===== src/hdl/sjfq_pkg.sv =====
// Shared constants, codes and types of the shortest-job-first queue
`timescale 1ns / 1ps
package sjfq_pkg;

  localparam int DEPTH      = 32;
  localparam int BURST_BITS = 16;
  localparam int CNT_W      = $clog2(DEPTH + 1);

  localparam int BURST_W  = 16;
  localparam int ID_W     = 5;
  localparam int TIME_W   = 21;
  localparam int SUM_W    = 26;
  localparam int STATUS_W = 2;

  localparam logic CMD_ADD      = 1'b0;
  localparam logic CMD_DISPATCH = 1'b1;

  localparam logic [STATUS_W-1:0] ST_DISPATCHED = 2'd0;
  localparam logic [STATUS_W-1:0] ST_EMPTY      = 2'd1;
  localparam logic [STATUS_W-1:0] ST_FULL       = 2'd2;

  typedef enum logic {
    S_IDLE,
    S_DRAIN
  } state_t;

  typedef struct packed {
    logic insert;
    logic refuse;
    logic empty_res;
    logic begin_run;
    logic step;
  } ctrl_t;

  typedef struct packed {
    logic full;
    logic empty;
    logic last;
  } stat_t;

endpackage


===== src/hdl/sjfq_ctrl.sv =====
// Controller state machine of the shortest-job-first queue
`timescale 1ns / 1ps
module sjfq_ctrl (
  input  logic            clk,
  input  logic            rst,
  input  logic            start,
  input  logic            command,
  input  sjfq_pkg::stat_t stat,
  output logic            busy,
  output sjfq_pkg::ctrl_t ctrl
);
  import sjfq_pkg::*;

  state_t state, state_next;

  always_ff @(posedge clk) begin
    if (rst) begin
      state <= S_IDLE;
    end else begin
      state <= state_next;
    end
  end

  always_comb begin
    state_next = state;
    busy       = 1'b0;
    ctrl       = '0;
    case (state)
      S_IDLE: begin
        if (start) begin
          if (command == CMD_ADD) begin
            if (stat.full) begin
              ctrl.refuse = 1'b1;
            end else begin
              ctrl.insert = 1'b1;
            end
          end else if (stat.empty) begin
            ctrl.empty_res = 1'b1;
          end else begin
            ctrl.begin_run = 1'b1;
            state_next     = S_DRAIN;
          end
        end
      end
      S_DRAIN: begin
        busy      = 1'b1;
        ctrl.step = 1'b1;
        if (stat.last) begin
          state_next = S_IDLE;
        end
      end
      default: begin
        state_next = S_IDLE;
      end
    endcase
  end

endmodule


===== src/hdl/sjfq_datapath.sv =====
// Sorted queue cells, run accumulators and result registers
`timescale 1ns / 1ps
module sjfq_datapath (
  input  logic                            clk,
  input  logic                            rst,
  input  sjfq_pkg::ctrl_t                 ctrl,
  input  logic [sjfq_pkg::BURST_W-1:0]    burst,
  output sjfq_pkg::stat_t                 stat,
  output logic                            strobe,
  output logic [sjfq_pkg::STATUS_W-1:0]   status,
  output logic [sjfq_pkg::ID_W-1:0]       task_id,
  output logic [sjfq_pkg::BURST_W-1:0]    burst_out,
  output logic [sjfq_pkg::TIME_W-1:0]     start_time,
  output logic [sjfq_pkg::TIME_W-1:0]     finish_time,
  output logic [sjfq_pkg::SUM_W-1:0]      total_waiting,
  output logic [sjfq_pkg::SUM_W-1:0]      total_turnaround,
  output logic                            is_last
);
  import sjfq_pkg::*;

  logic [BURST_BITS-1:0] q_burst [DEPTH];
  logic [ID_W-1:0]       q_id    [DEPTH];
  logic [CNT_W-1:0]      task_count;
  logic [SUM_W-1:0]      now, tw, tt;
  logic [BURST_BITS-1:0] b_in;
  logic [DEPTH-1:0]      gt, at_end;
  logic [SUM_W-1:0]      head_burst, fin;

  assign b_in       = BURST_BITS'(burst);
  assign head_burst = SUM_W'(q_burst[0]);
  assign fin        = now + head_burst;

  assign stat.full  = (task_count == CNT_W'(DEPTH));
  assign stat.empty = (task_count == '0);
  assign stat.last  = (task_count == CNT_W'(1));

  for (genvar k = 0; k < DEPTH; k++) begin : g_cell
    logic                  prev_gt;
    logic [BURST_BITS-1:0] prev_b, next_b;
    logic [ID_W-1:0]       prev_i, next_i;

    if (k == 0) begin : g_head
      assign prev_gt = 1'b0;
      assign prev_b  = '0;
      assign prev_i  = '0;
    end else begin : g_body
      assign prev_gt = gt[k-1];
      assign prev_b  = q_burst[k-1];
      assign prev_i  = q_id[k-1];
    end

    if (k == DEPTH - 1) begin : g_tail
      assign next_b = q_burst[k];
      assign next_i = q_id[k];
    end else begin : g_inner
      assign next_b = q_burst[k+1];
      assign next_i = q_id[k+1];
    end

    assign gt[k]     = (CNT_W'(k) < task_count) && (q_burst[k] > b_in);
    assign at_end[k] = (CNT_W'(k) == task_count);

    always_ff @(posedge clk) begin
      if (ctrl.insert) begin
        if (prev_gt) begin
          q_burst[k] <= prev_b;
          q_id[k]    <= prev_i;
        end else if (gt[k] || at_end[k]) begin
          q_burst[k] <= b_in;
          q_id[k]    <= ID_W'(task_count);
        end
      end else if (ctrl.step) begin
        q_burst[k] <= next_b;
        q_id[k]    <= next_i;
      end
    end
  end

  always_ff @(posedge clk) begin
    if (rst) begin
      task_count <= '0;
    end else if (ctrl.insert) begin
      task_count <= task_count + CNT_W'(1);
    end else if (ctrl.step) begin
      task_count <= task_count - CNT_W'(1);
    end
  end

  always_ff @(posedge clk) begin
    if (ctrl.begin_run) begin
      now <= '0;
      tw  <= '0;
      tt  <= '0;
    end else if (ctrl.step) begin
      now <= fin;
      tw  <= tw + now;
      tt  <= tt + fin;
    end
  end

  always_ff @(posedge clk) begin
    if (rst) begin
      strobe <= 1'b0;
    end else begin
      strobe <= ctrl.refuse | ctrl.empty_res | ctrl.step;
    end
  end

  always_ff @(posedge clk) begin
    if (ctrl.refuse || ctrl.empty_res) begin
      status           <= ctrl.refuse ? ST_FULL : ST_EMPTY;
      task_id          <= '0;
      burst_out        <= '0;
      start_time       <= '0;
      finish_time      <= '0;
      total_waiting    <= '0;
      total_turnaround <= '0;
      is_last          <= ctrl.empty_res;
    end else if (ctrl.step) begin
      status           <= ST_DISPATCHED;
      task_id          <= q_id[0];
      burst_out        <= BURST_W'(q_burst[0]);
      start_time       <= TIME_W'(now);
      finish_time      <= TIME_W'(fin);
      total_waiting    <= tw + now;
      total_turnaround <= tt + fin;
      is_last          <= stat.last;
    end
  end

endmodule


===== src/hdl/shortest_job_first_queue_unit.sv =====
// Top level of the shortest-job-first queue
//
// Items enter on start while busy is low. An add is stored by a row of
// compare-and-shift cells that keeps the queue sorted by burst, so adds may follow
// back to back. A refused add (queue full) or a dispatch of an empty queue gives its
// single result in the cycle after the item. A dispatch of n tasks raises busy
// while the queue drains from its head one entry per cycle; the n results are
// registered from those steps and appear one per cycle, the last with is_last set.
// Each result shows for exactly one cycle under strobe and cannot be held off, so
// the receiver must take it then.
`timescale 1ns / 1ps
module shortest_job_first_queue_unit (
  input  logic                            clk,
  input  logic                            rst,
  input  logic                            start,
  output logic                            busy,
  input  logic                            command,
  input  logic [sjfq_pkg::BURST_W-1:0]    burst,
  output logic                            strobe,
  output logic [sjfq_pkg::STATUS_W-1:0]   status,
  output logic [sjfq_pkg::ID_W-1:0]       task_id,
  output logic [sjfq_pkg::BURST_W-1:0]    burst_out,
  output logic [sjfq_pkg::TIME_W-1:0]     start_time,
  output logic [sjfq_pkg::TIME_W-1:0]     finish_time,
  output logic [sjfq_pkg::SUM_W-1:0]      total_waiting,
  output logic [sjfq_pkg::SUM_W-1:0]      total_turnaround,
  output logic                            is_last
);
  import sjfq_pkg::*;

  ctrl_t ctrl;
  stat_t stat;

  sjfq_ctrl u_ctrl (
    .clk     (clk),
    .rst     (rst),
    .start   (start),
    .command (command),
    .stat    (stat),
    .busy    (busy),
    .ctrl    (ctrl)
  );

  sjfq_datapath u_datapath (
    .clk              (clk),
    .rst              (rst),
    .ctrl             (ctrl),
    .burst            (burst),
    .stat             (stat),
    .strobe           (strobe),
    .status           (status),
    .task_id          (task_id),
    .burst_out        (burst_out),
    .start_time       (start_time),
    .finish_time      (finish_time),
    .total_waiting    (total_waiting),
    .total_turnaround (total_turnaround),
    .is_last          (is_last)
  );

endmodule


===== config.mk =====
export PLATFORM = sky130hd
export DESIGN_NAME = shortest_job_first_queue_unit
export DESIGN_NICKNAME = d
export VERILOG_FILES = /design/src/hdl/sjfq_pkg.sv /design/src/hdl/sjfq_ctrl.sv /design/src/hdl/sjfq_datapath.sv /design/src/hdl/shortest_job_first_queue_unit.sv
export SDC_FILE = /design/constraint.sdc
export NUM_CORES = 2
export LEC_CHECK = 0
export BUFFER_PORTS_ARGS = -buffer_cell sky130_fd_sc_hd__buf_2
export CAP_MARGIN = 20
export CORE_AREA = 2 2 436 438
export CTS_CLUSTER_DIAMETER = 100
export CTS_CLUSTER_SIZE = 20
export DETAILED_ROUTE_END_ITERATION = 8
export DIE_AREA = 0 0 438 440
export PLACE_DENSITY = 0.5
export REMOVE_ABC_BUFFERS = 1
export SYNTH_ARGS = -nofsm -noshare
export SYNTH_HDL_FRONTEND = slang
export SYNTH_SLANG_ARGS = --single-unit

===== constraint.sdc =====
create_clock -name clk -period 7.5 [get_ports clk]
set_input_delay 1.125 -clock clk [delete_from_list [all_inputs] [get_ports clk]]
set_output_delay 1.125 -clock clk [all_outputs]
set_load 0.03 [all_outputs]

==> results.md <==
* Status: completed
* Post-Syn Area at about 56000 um^2
* Hold path start: u_datapath.total_waiting[16]
* Total setup buffers inserted after CTS at 0
* Ys flop type: edfxtp_1
* CP Capture Type: register
* WL/cell at 26.37 um
* Pin count of the biggest net entering global routing at roughly 200
* Commonest non-fill, non-tap cell in the layout: nand2_1
* Final setup vio count at 0
* Share of cells above drive strength 1 at 0.09025
* H-Tree Depth at 2
* Total die area at between 150000 and 200000 um^2
* Leak at between 20 and 30 nW
* Worst rel slew slack at 0.2606
* Unrepaired setup endpoints after global routing: no
* Max IR drop VDD at between 0.2 and 0.25 mV
* Worst setup SP type: register
* Gates resized, CTS repair at 0
* Worst-Skew Late Latency at roughly 0.7 ns
* Core ar. at ~190000 um^2
* Clock Tree Buf Depth at 3
* Yosys warning count at 0
* DRT antenna net count at 0
* Worst setup path class: register to register
* Worst-case reg-to-reg path depth at 11
* Async SR Flop Fraction at 0
* GR Overflow Total at 0
* Crit. Startpoint: u_datapath.task_count[1]
* RR Startpoint: u_datapath.task_count[1]
* Fmax at around 180 MHz
* Slew @ Worst Pin at 1.105 ns
* # DRC at 0
* Max cap viols at 0
* DRT Pass-1 Iters at 5
* Detailed Place HPWL at 144.5 mm
* Post-synth EDFFs at between 600 and 700
* Worst hold-check path type: register to register
* CTS sink count at slightly below 900
* CTS Root Cell: clkbuf_16
* Setup tns final at 0 ns
* Maximum fanout along the worst path at 21
* Wire length of the first global-routing pass at 302.7 mm
* Row cnt at 160
* #FFs+latches synth at 876
* Layout Skew at roughly 0.028 ns
* Gate Count Post-Synth at between 5000 and 6000
* Commonest non-fill, non-tap cells in the layout: nand2_1, edfxtp_1, ha_1
* Antenna violations before repair at 9
* DIE WIDTH at between 400 and 500 um
* Fin crit share at 0.7304
* Arrival time worst endpoint at slightly below 6 ns
* Setup ws final at just over 2 ns
* Vias at around 45000
* Worst flop-to-flop path endpoint: u_datapath.q_burst[1][8]
* Antenna Diode Count at 0
* Area delta synth->final at 9.470%
* Port buffer count at 139
* Routed wire length at between 200 and 250 mm
* Final hold vios at 0
* Post-synth cell types at 86
* Tmin final at about 5.5 ns
* Hold-fix buffers at CTS at 0
* I/O pins at 140
* Initial Util at 0.2972
* Gp weighted congestion at ~0.9
* Sequential area share after synthesis at 0.4335
* Via-per-instance ratio at ~5.7
* Fin nets at ~6000
* Avg Inst Size Synth at approximately 10 um^2
* Vias in the first global route at ~43000
* Critical Path RT at 7.97 ns
* Fin. max-slew vios at 0
* CTS clk-pin slew, worst paths at roughly 0.10 ns
* Vert. Die Dim at 440 um
* Pwr dens at between 300 and 400 nW/um^2
* Reg2reg setup slack at just over 2 ns
* Drt first-iter violations at 4445
* Crit path to: u_datapath.q_burst[1][8]
* TritonCTS buffer count at 51
* Tot GR Track Use at 0.2091
* CTS tree: built
* Pre-CTS WS at between 2 and 2.5 ns
## cell usage after synthesis, types with 13 or more instances
library cell	count	area [um^2]
nor3_1	35	175.2
o21ai_0	461	2307
and3_1	27	168.9
nor3b_1	247	1854
nor2_1	187	701.9
a221o_1	248	2482
a31o_2	22	192.7
dfxtp_1	201	4024
nor2b_1	64	400.4
nand4_1	105	656.9
ha_1	583	7295
a211oi_1	23	172.7
buf_2	56	280.3
mux2i_1	381	3814
edfxtp_1	675	20270
nand2_1	723	2714
a21o_1	196	1471
nand2b_1	26	162.7
xnor2_1	50	437.9
a22o_1	24	210.2
nand3_1	60	300.3
o21ai_1	24	120.1
xor2_1	27	236.5
buf_1	16	60.06
o21bai_1	22	165.2
o31ai_1	17	127.6
mux2_2	42	473.0
inv_1	91	341.6
o221ai_1	13	113.9
a21oi_1	234	1171
clkbuf_1	298	1119
o211ai_1	16	120.1
o21a_1	51	382.9
## through the flow
stage / hold WS, ns / utilization / instances / instance area (um^2) / power [mW]
after floorplan: 0.4268 / - / 5041 / 54540 / 13.49
after global placement: 0.4295 / 0.3158 / 7814 / 59560 / 16.47
after detailed placement: 0.4330 / 0.3162 / 7817 / 59630 / 16.66
after CTS: 0.4472 / 0.3247 / 7901 / 61240 / 19.98
after global routing: 0.4686 / 0.3253 / 7907 / 61350 / 21.19
final: 0.4440 / 0.3253 / 7907 / 61350 / 20.00
## kinds of logic after synthesis
logic type / count (synthesis) / share of synthesized area
AO/OA/AOI/OAI: 1451 / 0.1785
XOR/XNOR: 77 / 0.01203
adder cells (fa/ha/maj): 586 / 0.1312
buffers and inverters: 468 / 0.03300
flip-flops: 876 / 0.4335
multiplexers: 423 / 0.07649
AND/OR/NAND/NOR: 1536 / 0.1353
## metal layers
layer,wire length [um],share of wire,vias to the layer above,global-route usage
li1,-,-,20480,-
met1,92950,0.45,22470,0.2883
met2,96420,0.46,1566,0.3417
met3,13490,0.065,319,0.02965
met4,5601,0.027,4,0.05534
met5,56,0.00027,-,0
## sequential cells by signal (all words and copies together), names as in the netlist
signal / cells
u_datapath.task_count: 6
u_datapath.q_burst: 512
u_datapath.strobe: 1
u_datapath.burst_out: 16
u_datapath.tw: 26
u_datapath.total_turnaround: 26
u_datapath.finish_time: 21
u_datapath.tt: 26
u_datapath.start_time: 21
u_datapath.status: 2
u_datapath.task_id: 5
u_datapath.q_id: 160
u_datapath.now: 26
u_datapath.total_waiting: 26
u_datapath.is_last: 1
u_ctrl.state: 1
## critical path, cell delays in order (launching register included)
cell and delay (ns):
dfxtp_2 0.57, inv_1 0.37, ha_1 0.87, inv_1 0.35, nor3_1 0.52, a31oi_1 0.32, nand2_1 0.68, buf_4 0.49
nor2_1 0.12, a21oi_2 0.15, buf_4 0.36, mux2_2 0.39
## worst min-delay path by stage
stage,end,cells past startpoint
global placement,u_datapath.total_waiting[8],2
CTS,u_datapath.total_waiting[8],2
detailed placement,u_datapath.total_waiting[8],2
floorplan,u_datapath.tt[15],2
finish,u_datapath.total_waiting[16],2
global route,u_datapath.total_turnaround[3],2
## where the power goes
| group | switching [mW] | leakage [nW] | internal [mW] | total [mW] |
|---|---|---|---|---|
| Combinational | 5.16 | 16.9 | 3.08 | 8.24 |
| Sequential | 1.36 | 7.83 | 7.08 | 8.44 |
| Clock | 1.86 | 0.775 | 1.47 | 3.33 |
## layout make-up
cell class	count	area [um^2]
fillers	19310	127200
multi-input cells	4073	30110
flip-flops and latches	876	24310
well taps	2511	3142
repair buffers	271	1832
clock buffers	73	1411
inverters	92	350.3
clock inverters	11	198.9
Power figures use the tool's default switching activity.
